File: src/sv/ipv6ts_pkg.sv
// Shared types, character codes and helper functions for the IPv6 text serializer.
package ipv6ts_pkg;

  localparam int PieceCount = 8;
  localparam int PieceW     = 16;
  localparam int IdxW       = 3;
  localparam int CharW      = 7;

  localparam logic [CharW-1:0] ChOpenCode  = 7'h5B;  // '['
  localparam logic [CharW-1:0] ChCloseCode = 7'h5D;  // ']'
  localparam logic [CharW-1:0] ChColonCode = 7'h3A;  // ':'
  localparam logic [CharW-1:0] ChZeroCode  = 7'h30;  // '0'
  localparam logic [CharW-1:0] ChAlphaBase = 7'h57;  // 'a' - 10

  typedef enum logic [2:0] {
    ST_IDLE,
    ST_OPEN,
    ST_PIECE,
    ST_DIGIT,
    ST_SEP,
    ST_DCOLON,
    ST_CLOSE
  } state_t;

  typedef enum logic [2:0] {
    CH_OPEN,
    CH_CLOSE,
    CH_COLON,
    CH_LEAD,
    CH_NIB
  } ch_sel_t;

  typedef enum logic [1:0] {
    IDX_HOLD,
    IDX_INC,
    IDX_JUMP
  } idx_op_t;

  typedef struct packed {
    logic    load;
    logic    emit;
    ch_sel_t sel;
    idx_op_t idx_op;
  } cmd_t;

  typedef struct packed {
    logic out_free;
    logic at_run;
    logic idx_first;
    logic idx_last;
    logic lead_zero;
    logic nib_zero;
    logic run_to_end;
  } status_t;

  typedef struct packed {
    logic          valid;
    logic [IdxW-1:0] start;
    logic [IdxW:0]   stop;
  } run_t;

  // First longest run of two or more zero pieces; bit i of zero is piece i.
  function automatic run_t find_zero_run(input logic [PieceCount-1:0] zero);
    run_t            r;
    logic [IdxW:0]   best_len;
    logic [IdxW:0]   cur_len;
    logic [IdxW-1:0] cur_start;
    r.valid   = 1'b0;
    r.start   = '0;
    r.stop    = '0;
    best_len  = (IdxW+1)'(1);
    cur_len   = '0;
    cur_start = '0;
    for (int i = 0; i < PieceCount; i++) begin
      if (zero[i]) begin
        if (cur_len == '0) cur_start = IdxW'(i);
        cur_len = cur_len + (IdxW+1)'(1);
      end else begin
        if (cur_len > best_len) begin
          best_len = cur_len;
          r.valid  = 1'b1;
          r.start  = cur_start;
        end
        cur_len = '0;
      end
    end
    if (cur_len > best_len) begin
      best_len = cur_len;
      r.valid  = 1'b1;
      r.start  = cur_start;
    end
    r.stop = {1'b0, r.start} + best_len;
    return r;
  endfunction

  // Index of the highest non-zero nibble, or zero for a zero piece.
  function automatic logic [1:0] lead_nibble(input logic [PieceW-1:0] v);
    logic [1:0] n;
    if (v[15:12] != 4'h0)     n = 2'd3;
    else if (v[11:8] != 4'h0) n = 2'd2;
    else if (v[7:4] != 4'h0)  n = 2'd1;
    else                      n = 2'd0;
    return n;
  endfunction

  function automatic logic [CharW-1:0] hex_char(input logic [3:0] nib);
    logic [CharW-1:0] c;
    if (nib < 4'd10) c = ChZeroCode + {3'b000, nib};
    else             c = ChAlphaBase + {3'b000, nib};
    return c;
  endfunction

endpackage

File: src/sv/ipv6ts_dp.sv
// Datapath: address store, zero-run finder, piece and nibble counters, output register.
module ipv6ts_dp (
  input  logic                                 clk,
  input  logic                                 rst,
  input  ipv6ts_pkg::cmd_t                     cmd,
  output ipv6ts_pkg::status_t                  status,
  input  logic [ipv6ts_pkg::PieceW-1:0]        piece_0,
  input  logic [ipv6ts_pkg::PieceW-1:0]        piece_1,
  input  logic [ipv6ts_pkg::PieceW-1:0]        piece_2,
  input  logic [ipv6ts_pkg::PieceW-1:0]        piece_3,
  input  logic [ipv6ts_pkg::PieceW-1:0]        piece_4,
  input  logic [ipv6ts_pkg::PieceW-1:0]        piece_5,
  input  logic [ipv6ts_pkg::PieceW-1:0]        piece_6,
  input  logic [ipv6ts_pkg::PieceW-1:0]        piece_7,
  output logic                                 out_valid,
  input  logic                                 out_ready,
  output logic [ipv6ts_pkg::CharW-1:0]         text_char,
  output logic                                 last_char
);

  logic [ipv6ts_pkg::PieceW-1:0] pieces [ipv6ts_pkg::PieceCount];
  logic [ipv6ts_pkg::PieceW-1:0] in_pieces [ipv6ts_pkg::PieceCount];
  logic [ipv6ts_pkg::PieceCount-1:0] in_zero;
  ipv6ts_pkg::run_t              run;
  logic [ipv6ts_pkg::IdxW-1:0]   idx;
  logic [1:0]                    nib;
  logic [ipv6ts_pkg::PieceW-1:0] cur;
  logic [1:0]                    lead;
  logic [3:0]                    digit;
  logic [ipv6ts_pkg::CharW-1:0]  ch;

  assign in_pieces[0] = piece_0;
  assign in_pieces[1] = piece_1;
  assign in_pieces[2] = piece_2;
  assign in_pieces[3] = piece_3;
  assign in_pieces[4] = piece_4;
  assign in_pieces[5] = piece_5;
  assign in_pieces[6] = piece_6;
  assign in_pieces[7] = piece_7;

  always_comb begin
    for (int i = 0; i < ipv6ts_pkg::PieceCount; i++) begin
      in_zero[i] = (in_pieces[i] == '0);
    end
  end

  assign cur  = pieces[idx];
  assign lead = ipv6ts_pkg::lead_nibble(cur);

  always_comb begin
    digit = cur[{(cmd.sel == ipv6ts_pkg::CH_LEAD) ? lead : nib, 2'b00} +: 4];
  end

  always_comb begin
    unique case (cmd.sel) inside
      ipv6ts_pkg::CH_OPEN:  ch = ipv6ts_pkg::ChOpenCode;
      ipv6ts_pkg::CH_CLOSE: ch = ipv6ts_pkg::ChCloseCode;
      ipv6ts_pkg::CH_COLON: ch = ipv6ts_pkg::ChColonCode;
      ipv6ts_pkg::CH_LEAD,
      ipv6ts_pkg::CH_NIB:   ch = ipv6ts_pkg::hex_char(digit);
      default:              ch = ipv6ts_pkg::ChCloseCode;
    endcase
  end

  assign status.out_free   = !out_valid || out_ready;
  assign status.at_run     = run.valid && (idx == run.start);
  assign status.idx_first  = (idx == '0);
  assign status.idx_last   = (idx == ipv6ts_pkg::IdxW'(ipv6ts_pkg::PieceCount - 1));
  assign status.lead_zero  = (lead == 2'd0);
  assign status.nib_zero   = (nib == 2'd0);
  assign status.run_to_end = (run.stop == (ipv6ts_pkg::IdxW+1)'(ipv6ts_pkg::PieceCount));

  always_ff @(posedge clk) begin
    if (cmd.load) begin
      for (int i = 0; i < ipv6ts_pkg::PieceCount; i++) begin
        pieces[i] <= in_pieces[i];
      end
      run <= ipv6ts_pkg::find_zero_run(in_zero);
      idx <= '0;
    end else if (cmd.emit) begin
      unique case (cmd.idx_op)
        ipv6ts_pkg::IDX_INC:  idx <= idx + ipv6ts_pkg::IdxW'(1);
        ipv6ts_pkg::IDX_JUMP: idx <= run.stop[ipv6ts_pkg::IdxW-1:0];
        default:              idx <= idx;
      endcase
      // count down from the leading digit of the piece
      if (cmd.sel == ipv6ts_pkg::CH_LEAD) nib <= lead - 2'd1;
      else if (cmd.sel == ipv6ts_pkg::CH_NIB) nib <= nib - 2'd1;
    end
  end

  always_ff @(posedge clk) begin
    if (rst) begin
      out_valid <= 1'b0;
    end else if (cmd.emit) begin
      out_valid <= 1'b1;
    end else if (out_ready) begin
      out_valid <= 1'b0;
    end
  end

  always_ff @(posedge clk) begin
    if (cmd.emit) begin
      text_char <= ch;
      last_char <= (cmd.sel == ipv6ts_pkg::CH_CLOSE);
    end
  end

endmodule

File: src/sv/ipv6ts_ctrl.sv
// Controller: sequences the characters of one address text.
module ipv6ts_ctrl (
  input  logic                clk,
  input  logic                rst,
  input  logic                in_valid,
  output logic                in_ready,
  input  ipv6ts_pkg::status_t status,
  output ipv6ts_pkg::cmd_t    cmd
);

  ipv6ts_pkg::state_t state;
  ipv6ts_pkg::state_t state_next;

  always_ff @(posedge clk) begin
    if (rst) begin
      state <= ipv6ts_pkg::ST_IDLE;
    end else begin
      state <= state_next;
    end
  end

  always_comb begin
    state_next = state;
    cmd.load   = 1'b0;
    cmd.emit   = 1'b0;
    cmd.sel    = ipv6ts_pkg::CH_OPEN;
    cmd.idx_op = ipv6ts_pkg::IDX_HOLD;
    in_ready   = 1'b0;
    unique case (state)
      ipv6ts_pkg::ST_IDLE: begin
        in_ready = 1'b1;
        if (in_valid) begin
          cmd.load   = 1'b1;
          state_next = ipv6ts_pkg::ST_OPEN;
        end
      end
      ipv6ts_pkg::ST_OPEN: begin
        if (status.out_free) begin
          cmd.emit   = 1'b1;
          cmd.sel    = ipv6ts_pkg::CH_OPEN;
          state_next = ipv6ts_pkg::ST_PIECE;
        end
      end
      ipv6ts_pkg::ST_PIECE: begin
        if (status.out_free) begin
          cmd.emit = 1'b1;
          if (status.at_run) begin
            cmd.sel = ipv6ts_pkg::CH_COLON;
            if (status.idx_first) begin
              state_next = ipv6ts_pkg::ST_DCOLON;
            end else begin
              // drop the zero run
              cmd.idx_op = ipv6ts_pkg::IDX_JUMP;
              state_next = status.run_to_end ? ipv6ts_pkg::ST_CLOSE : ipv6ts_pkg::ST_PIECE;
            end
          end else begin
            cmd.sel = ipv6ts_pkg::CH_LEAD;
            if (!status.lead_zero) begin
              state_next = ipv6ts_pkg::ST_DIGIT;
            end else begin
              state_next = status.idx_last ? ipv6ts_pkg::ST_CLOSE : ipv6ts_pkg::ST_SEP;
            end
          end
        end
      end
      ipv6ts_pkg::ST_DIGIT: begin
        if (status.out_free) begin
          cmd.emit = 1'b1;
          cmd.sel  = ipv6ts_pkg::CH_NIB;
          if (status.nib_zero) begin
            state_next = status.idx_last ? ipv6ts_pkg::ST_CLOSE : ipv6ts_pkg::ST_SEP;
          end
        end
      end
      ipv6ts_pkg::ST_SEP: begin
        if (status.out_free) begin
          cmd.emit   = 1'b1;
          cmd.sel    = ipv6ts_pkg::CH_COLON;
          cmd.idx_op = ipv6ts_pkg::IDX_INC;
          state_next = ipv6ts_pkg::ST_PIECE;
        end
      end
      ipv6ts_pkg::ST_DCOLON: begin
        if (status.out_free) begin
          cmd.emit   = 1'b1;
          cmd.sel    = ipv6ts_pkg::CH_COLON;
          cmd.idx_op = ipv6ts_pkg::IDX_JUMP;
          state_next = status.run_to_end ? ipv6ts_pkg::ST_CLOSE : ipv6ts_pkg::ST_PIECE;
        end
      end
      ipv6ts_pkg::ST_CLOSE: begin
        if (status.out_free) begin
          cmd.emit   = 1'b1;
          cmd.sel    = ipv6ts_pkg::CH_CLOSE;
          state_next = ipv6ts_pkg::ST_IDLE;
        end
      end
      default: begin
        state_next = ipv6ts_pkg::ST_IDLE;
      end
    endcase
  end

endmodule

File: src/sv/ipv6_text_serializer.sv
// Top level: IPv6 address in, bracketed canonical text out one character per word.
//
//   channel  signals                          width  direction
//   in       in_valid in_ready piece_0..7     16     address, eight pieces
//   out      out_valid out_ready text_char    7      ASCII character
//            last_char                        1      set on the closing bracket
//
// An address is taken in the idle state, then its text leaves one character per
// cycle through the output register while it is not stalled: 4 to 41 characters.
// The character sequencer advances only when the output register is free, so a
// stall on the output holds it in place. The next address is accepted once the
// closing bracket has been loaded into the output register.
// Reset clears the sequencer state and the output valid flag.
module ipv6_text_serializer (
  input  logic                          clk,
  input  logic                          rst,
  input  logic                          in_valid,
  output logic                          in_ready,
  input  logic [ipv6ts_pkg::PieceW-1:0] piece_0,
  input  logic [ipv6ts_pkg::PieceW-1:0] piece_1,
  input  logic [ipv6ts_pkg::PieceW-1:0] piece_2,
  input  logic [ipv6ts_pkg::PieceW-1:0] piece_3,
  input  logic [ipv6ts_pkg::PieceW-1:0] piece_4,
  input  logic [ipv6ts_pkg::PieceW-1:0] piece_5,
  input  logic [ipv6ts_pkg::PieceW-1:0] piece_6,
  input  logic [ipv6ts_pkg::PieceW-1:0] piece_7,
  output logic                          out_valid,
  input  logic                          out_ready,
  output logic [ipv6ts_pkg::CharW-1:0]  text_char,
  output logic                          last_char
);

  ipv6ts_pkg::cmd_t    cmd;
  ipv6ts_pkg::status_t status;

  ipv6ts_ctrl u_ctrl (
    .clk      (clk),
    .rst      (rst),
    .in_valid (in_valid),
    .in_ready (in_ready),
    .status   (status),
    .cmd      (cmd)
  );

  ipv6ts_dp u_dp (
    .clk       (clk),
    .rst       (rst),
    .cmd       (cmd),
    .status    (status),
    .piece_0   (piece_0),
    .piece_1   (piece_1),
    .piece_2   (piece_2),
    .piece_3   (piece_3),
    .piece_4   (piece_4),
    .piece_5   (piece_5),
    .piece_6   (piece_6),
    .piece_7   (piece_7),
    .out_valid (out_valid),
    .out_ready (out_ready),
    .text_char (text_char),
    .last_char (last_char)
  );

endmodule
File: config.mk
export PLATFORM = sky130hd
export DESIGN_NAME = ipv6_text_serializer
export DESIGN_NICKNAME = d
export VERILOG_FILES = /design/src/sv/ipv6ts_pkg.sv /design/src/sv/ipv6ts_dp.sv /design/src/sv/ipv6ts_ctrl.sv /design/src/sv/ipv6_text_serializer.sv
export SDC_FILE = /design/constraint.sdc
export NUM_CORES = 1
export LEC_CHECK = 0
export BUFFER_PORTS_ARGS = -buffer_cell sky130_fd_sc_hd__buf_2
export CORE_MARGIN = 2
export CORE_UTILIZATION = 40
export CTS_BUF_LIST = sky130_fd_sc_hd__clkbuf_16
export DETAILED_ROUTE_END_ITERATION = 10
export PLACE_DENSITY_LB_ADDON = 0.08
export SLEW_MARGIN = 10
export SYNTH_ARGS = -nofsm -noshare
export SYNTH_HDL_FRONTEND = slang
export SYNTH_HIERARCHICAL = 1
export SYNTH_SLANG_ARGS = --single-unit
File: constraint.sdc
create_clock -name clk -period 10.7 [get_ports clk]
set_input_delay 1.07 -clock clk [delete_from_list [all_inputs] [get_ports clk]]
set_output_delay 1.07 -clock clk [all_outputs]
set_load 0.02 [all_outputs]
Word level (Yosys, flattened, before mapping)
Memory sizes are Yosys's and may differ from the RTL's. A register that Yosys moved wholly into a read port is not among the register bits.
Cells that the tools add are included.
Storage, ports and cells
  bits in registers: 25
  RAM bits: 128
  memories: 1
Operators by class
  add/sub/neg operators: 13
  $lt $le $gt $ge: 9
  eq/ne operators: 22
  shift-type cells: 1
  multiplexer cells: 113
  bitwise logic cells: 1
  reduce and logical (&&, ||, !) cells: 34
Memories
  u_dp.pieces: words 8, bits a word 16, read ports 1, clocked after memory_dff 1, write ports 8, line ipv6ts_dp.sv:21  | logic [ipv6ts_pkg::PieceW-1:0] pieces [ipv6ts_pkg::PieceCount];
Operators by type and width (number)
  2-to-1 mux 4 bit: 58
  zero test 16 bit: 8
  2-to-1 mux 3 bit: 27
  adder 4 x 1 -> 4 bit, second input constant: 7
  greater-than comparator 4 bit: 7
  zero test 4 bit: 7
  case mux 4 bit (6 select lines): 1
  case mux 7 bit (3 select lines): 1
  2-to-1 mux 6 bit: 3
  case mux 3 bit (6 select lines): 1
  2-to-1 mux 2 bit: 8
  variable part select 16 x 5 -> 4 bit: 1
  == test 3 bit, second input constant: 5
  == test 3 x 2 -> 1 bit, second input constant: 4
  inequality test 2 bit, second input constant: 6
  nonzero test 4 bit: 3
  2-to-1 mux 1 bit: 11
  zero test 3 bit: 3
  adder 6 x 4 -> 7 bit, first input constant: 1
  adder 7 x 4 -> 7 bit, first input constant: 1
  2-to-1 mux 7 bit: 1
  AND reduction 7 bit: 1
  == test 3 x 1 -> 1 bit, second input constant: 2
  case mux 2 bit (3 select lines): 1
  20 further kinds: 25

Logic depth before layout (Yosys ltp)
  word-level depth: 35
  depth in mapped cells: 50

Cells and area by module
Netlist, hierarchy kept.
Modules (own cells, without submodules)
  ipv6ts_dp: instances 1, cells each 665, area an instance 8489.4 um^2
  ipv6ts_ctrl: instances 1, cells each 47, area an instance 372.9 um^2

Worst setup path before layout
Ideal clock, no wire load.
  kind: in2reg
  start: input piece_1[10] in the netlist's numbering
  end: register u_dp/run[3] in the netlist's numbering, data pin
  library setup time: 264 ps
  arrival time: 11084 ps
  required time: 10436 ps
  setup slack: -647 ps
  stages on the path: 47
  cells stage by stage: nor4_1 -> nand4_1 -> nor2_1 -> ha_1 -> nand2_1 -> inv_1 -> ha_1 -> nand2_1 -> inv_1 -> ha_1 -> a21oi_1 -> a221oi_1 -> o21ai_0 -> mux2_2 -> ha_1 -> nor2b_1 -> o21ai_0 -> a32oi_1 -> [... 11 more ...] -> o21a_1 -> o21a_1 -> o211ai_1 -> clkbuf_1 -> mux2_2 -> ha_1 -> nor2b_1 -> o21a_1 -> o21a_1 -> o21ai_0 -> a2111oi_0 -> a21oi_1 -> and2_1 -> o21ai_1 -> ha_1 -> a21o_1 -> a21oi_1 -> xor2_1
Between the ends
  cells in the longest elaborated chain, start to end: 31
Ends and longest elaborated chain
  start, declared: line ipv6_text_serializer.sv:20  | input logic [ipv6ts_pkg::PieceW-1:0] piece_1,
  zero test 16 bit *: line ipv6ts_dp.sv:43  | in_zero[i] = (in_pieces[i] == '0);
  2-to-1 mux 4 bit: line ipv6ts_pkg.sv:75  | if (zero[i]) begin
  2-to-1 mux 4 bit: line ipv6ts_dp.sv:74  | if (cmd.load) begin
  greater-than comparator 4 bit: line ipv6ts_pkg.sv:79  | if (cur_len > best_len) begin
  2-to-1 mux 4 bit: line ipv6ts_pkg.sv:79
  2-to-1 mux 4 bit: line ipv6ts_pkg.sv:75
  2-to-1 mux 4 bit: line ipv6ts_dp.sv:74
  greater-than comparator 4 bit: line ipv6ts_pkg.sv:79
  [... 15 more ...]
  greater-than comparator 4 bit: line ipv6ts_pkg.sv:79
  2-to-1 mux 4 bit: line ipv6ts_pkg.sv:79
  2-to-1 mux 4 bit: line ipv6ts_pkg.sv:75
  2-to-1 mux 4 bit: line ipv6ts_dp.sv:74
  greater-than comparator 4 bit: line ipv6ts_pkg.sv:87  | if (cur_len > best_len) begin
  2-to-1 mux 4 bit: line ipv6ts_pkg.sv:87
  2-to-1 mux 4 bit: line ipv6ts_dp.sv:74
  adder 3 x 4 -> 4 bit *: line ipv6ts_pkg.sv:92  | r.stop = {1'b0, r.start} + best_len;
  end signal, assigned: line ipv6ts_dp.sv:78  | run <= ipv6ts_pkg::find_zero_run(in_zero);
  end, declared: line ipv6ts_dp.sv:24  | ipv6ts_pkg::run_t run;
Mark *: on every way between the ends. The rest lies on a longest branch, timed or not. The select of a mux whose other input is x is not followed.
A chain may end at the register's enable or synchronous reset.

Worst setup path after layout
  start: input piece_0[15] in the netlist's numbering
  end: register u_dp/run[3] in the netlist's numbering, data pin
Between the ends
  cells in the longest elaborated chain, start to end: 35
Ends and longest elaborated chain
  start, declared: line ipv6_text_serializer.sv:19  | input logic [ipv6ts_pkg::PieceW-1:0] piece_0,
  zero test 16 bit *: line ipv6ts_dp.sv:43
  2-to-1 mux 1 bit *: line ipv6ts_pkg.sv:75
  2-to-1 mux 4 bit *: line ipv6ts_dp.sv:74
  greater-than comparator 4 x 1 -> 1 bit: line ipv6ts_pkg.sv:79
  2-to-1 mux 4 bit: line ipv6ts_pkg.sv:79
  2-to-1 mux 4 bit: line ipv6ts_pkg.sv:75
  2-to-1 mux 4 bit: line ipv6ts_dp.sv:74
  greater-than comparator 4 bit: line ipv6ts_pkg.sv:79
  [... 19 more ...]
  greater-than comparator 4 bit: line ipv6ts_pkg.sv:79
  2-to-1 mux 4 bit: line ipv6ts_pkg.sv:79
  2-to-1 mux 4 bit: line ipv6ts_pkg.sv:75
  2-to-1 mux 4 bit: line ipv6ts_dp.sv:74
  greater-than comparator 4 bit: line ipv6ts_pkg.sv:87
  2-to-1 mux 4 bit: line ipv6ts_pkg.sv:87
  2-to-1 mux 4 bit: line ipv6ts_dp.sv:74
  adder 3 x 4 -> 4 bit *: line ipv6ts_pkg.sv:92
Marked as above.

==> results.json <==
{
  "fin_crit_sh_pct": 95.1,
  "rsz0062_at_grt": "false",
  "finalClockSkew_ps": 9.07,
  "synth_nets": 882,
  "synthAdderAreaFrac_pct": 5.45,
  "synth_top_family_by_area": "simple AND/OR/NAND/NOR gates",
  "status": "finished clean",
  "reg2reg_slack_ps": 5710,
  "grt-ovfl-total": 0,
  "dp_hpwl_mm": 20.9,
  "dieWidth_um": 153,
  "yosys_most_used_dff": "edfxtp_1",
  "yosys.area_share.simple_pct": 14.5,
  "whs_ps": 559,
  "drt_wl_total_mm": 26.9,
  "fill_cells": 1957,
  "synth_cell_type_count": 78,
  "synth_edf_count": 146,
  "ys_async_sr_fraction_pct": 0,
  "fin_crit_ps": 10180,
  "port_buffers": 141,
  "end_kind": "register",
  "setup_tns_ps": 0,
  "start_util_pct": 40.7,
  "cts-buffers-inserted": 17,
  "p_leak_uw": 0.00401,
  "fin_nets": 1062,
  "drc": 0,
  "clkLatencyLatePin_ps": 420,
  "ys_ff_latch": 156,
  "critical_path_required_ps": 10850,
  "die-area_sq_um": 23400,
  "path_clk_slew_ps": 60,
  "hp-class": "reg -> reg",
  "cts_tree": "built",
  "seqCellArea_sq_um": 4590,
  "num_rows": 54,
  "slowest_stage": "a2111oi_4",
  "grt_pass1_vias": 7093,
  "cts_hold_buf": 0,
  "synth_xor_area_share_pct": 0.988,
  "wl_per_cell_um": 22.7,
  "power.density_nw_per_um2": 228,
  "grt_usage_pct": 22.9,
  "hold_violations": 0,
  "cp-start-kind": "primary input",
  "synth-warning-count": 6,
  "p_total_uw": 2500,
  "worstPathArrival_ps": 10330,
  "clk_path_buf_depth": 2,
  "worst_slack_ps": 523,
  "htreeDepth": 4,
  "cp_max_fo": 4,
  "root_buffer": "clkbuf_16",
  "synth_compound_area_share_pct": 11.8,
  "cts_sinks": 156,
  "final_antenna_net_count": 0,
  "max-slew-margin-rel_pct": 31.4,
  "fmax_mhz": 98.3,
  "drive_gt1_share_pct": 32.5,
  "core_sq_um": 21800,
  "slew_violations": 0,
  "path_class": "in -> reg",
  "syn_inst": 712,
  "max_stage_delay_ps": 400,
  "cap_violations": 0,
  "vias": 6957,
  "dp_slack_ps": -394,
  "pin_count": 142,
  "setup_violations": 0,
  "place.gp.congestion": 0.878,
  "firstDrtPassIters": 5,
  "grt_max_degree": 76,
  "synth.avg_cell_area_sq_um": 12.4,
  "syn_area_sq_um": 8860,
  "yosysSeqAreaShare_pct": 51.7,
  "n_antenna_cell": 0,
  "max_slew.worst_pin.slew_ps": 1030,
  "grt_pass1_wl_mm": 40.9,
  "multi_input_area_sq_um": 4250,
  "area_delta_synth_final_pct": 23.7,
  "vias_per_cell": 5.87,
  "die_y_um": 153,
  "ir_worst_vdd_mv": 0.123,
  "drt_iter0_markers": 464,
  "grt_antenna_before_repair": 0,
  "yosys-mux-area-fraction_pct": 12.6
}
[report_power, final]
group | internal (uW) | total, uW | switching [uW]
clock | 367 | 622 | 255
sequential | 890 | 986 | 96.0
combinational | 363 | 888 | 525
total | 1620 | 2500 | 876
[worst max-delay path: cells and delay by family]
kind / cells / cell delay, ps
buf+inv: 4 / 500
compound gates: 21 / 3640
fa+ha+maj: 7 / 2010
xor+xnor: 1 / 100
mux: 5 / 1670
simple gates: 9 / 1310
[per-stage QoR]
stage                     util (%)  instance area [sq um]  cells
after floorplan                  -                   8890    712
after global placement        46.5                  10100   1148
after detailed placement      46.5                  10100   1148
after CTS                     49.2                  10700   1180
after global routing          50.4                  11000   1185
final                         50.4                  11000   1185
[final timing paths]
| path | start | end | cells past startpoint |
|---|---|---|---|
| worst max register to register | register | u_dp/text_char[2]$_DFFE_PP_ | 13 |
| worst min register to register | u_dp/idx[1]$_SDFFE_PP0P_ | register | 2 |
| worst min-delay path | u_dp/idx[1]$_SDFFE_PP0P_ | register | 2 |
| worst max-delay path | piece_0[15] | u_dp/run[3]$_DFFE_PP_ | 47 |
[layout by cell type (no fill, tap or decap), types with 5 or more instances in the layout]
master and instances:
buf_4 44, mux2i_1 29, ha_1 35, edfxtp_1 146
nand2b_1 10, clkbuf_16 17, a211oi_1 14, nand2_1 41
buf_2 141, nor2_1 39, o211ai_1 9, nand4_1 16
o22ai_1 6, mux2_2 11, and4_1 11, nor3_1 17
o21ai_0 22, nand3_1 17, a21oi_1 27, mux4_2 20
a21o_1 5, mux4_1 8, xor2_1 6, o21a_1 10
nor2b_1 11, inv_1 33, dfxtp_1 8, nor4_1 28
[state kept, by name, summed over array words and instances, names as in the netlist, named ones only]
register / cells
u_dp/idx: 3
u_dp/last_char: 1
u_dp/run: 8
u_ctrl/state: 3
u_dp/pieces: 128
u_dp/out_valid: 1
u_dp/nib: 2
u_dp/text_char: 7
[cells in the mapped netlist (11+ instances only)]
master    number  area, sq um
edfxtp_1     146         4380
ha_1          37          463
nand3_1       18         90.1
nand4_1       16          100
nor3_1        17         85.1
mux2i_1       29          290
a211oi_1      15          113
mux2_2        15          169
inv_1         32          120
nor2_1        41          154
and4_1        11         96.3
nand2_1       42          158
o21ai_0       24          120
nor4_1        35          219
a21oi_1       28          140
nor2b_1       12         75.1
mux4_2        20          450
[logic make-up (layout without fill, tap and decap cells)]
| family | count (synthesis) | count (layout) |
|---|---|---|
| buffers and inverters | 58 | 251 |
| adder cells (fa/ha/maj) | 38 | 38 |
| multiplexers | 72 | 72 |
| flip-flops | 156 | 156 |
| XOR/XNOR | 10 | 10 |
| AO/OA/AOI/OAI | 144 | 144 |
| AND/OR/NAND/NOR | 234 | 234 |
[layer usage]
metal / share of wire, % / GRT usage (%)
met2: 49 / 37.5
met1: 43 / 30.3
met4: 2.3 / 7.50
met3: 6.1 / 5.22
met5: 0 / 0
[final cells by class]
class,instances,area share (%)
repair buffers,186,9.64
inverters,33,1.13
clock buffers,17,3.88
multi-input cells,498,38.7
well taps,280,3.20
flip-flops and latches,156,41.9
clock inverters,15,1.56
[what timing repair did]
action	in CTS	in global routing
resized for setup	0	31
setup endpoints to repair	0	4
setup buffers	0	5
Note: power is estimated with default switching activity, not from simulation.
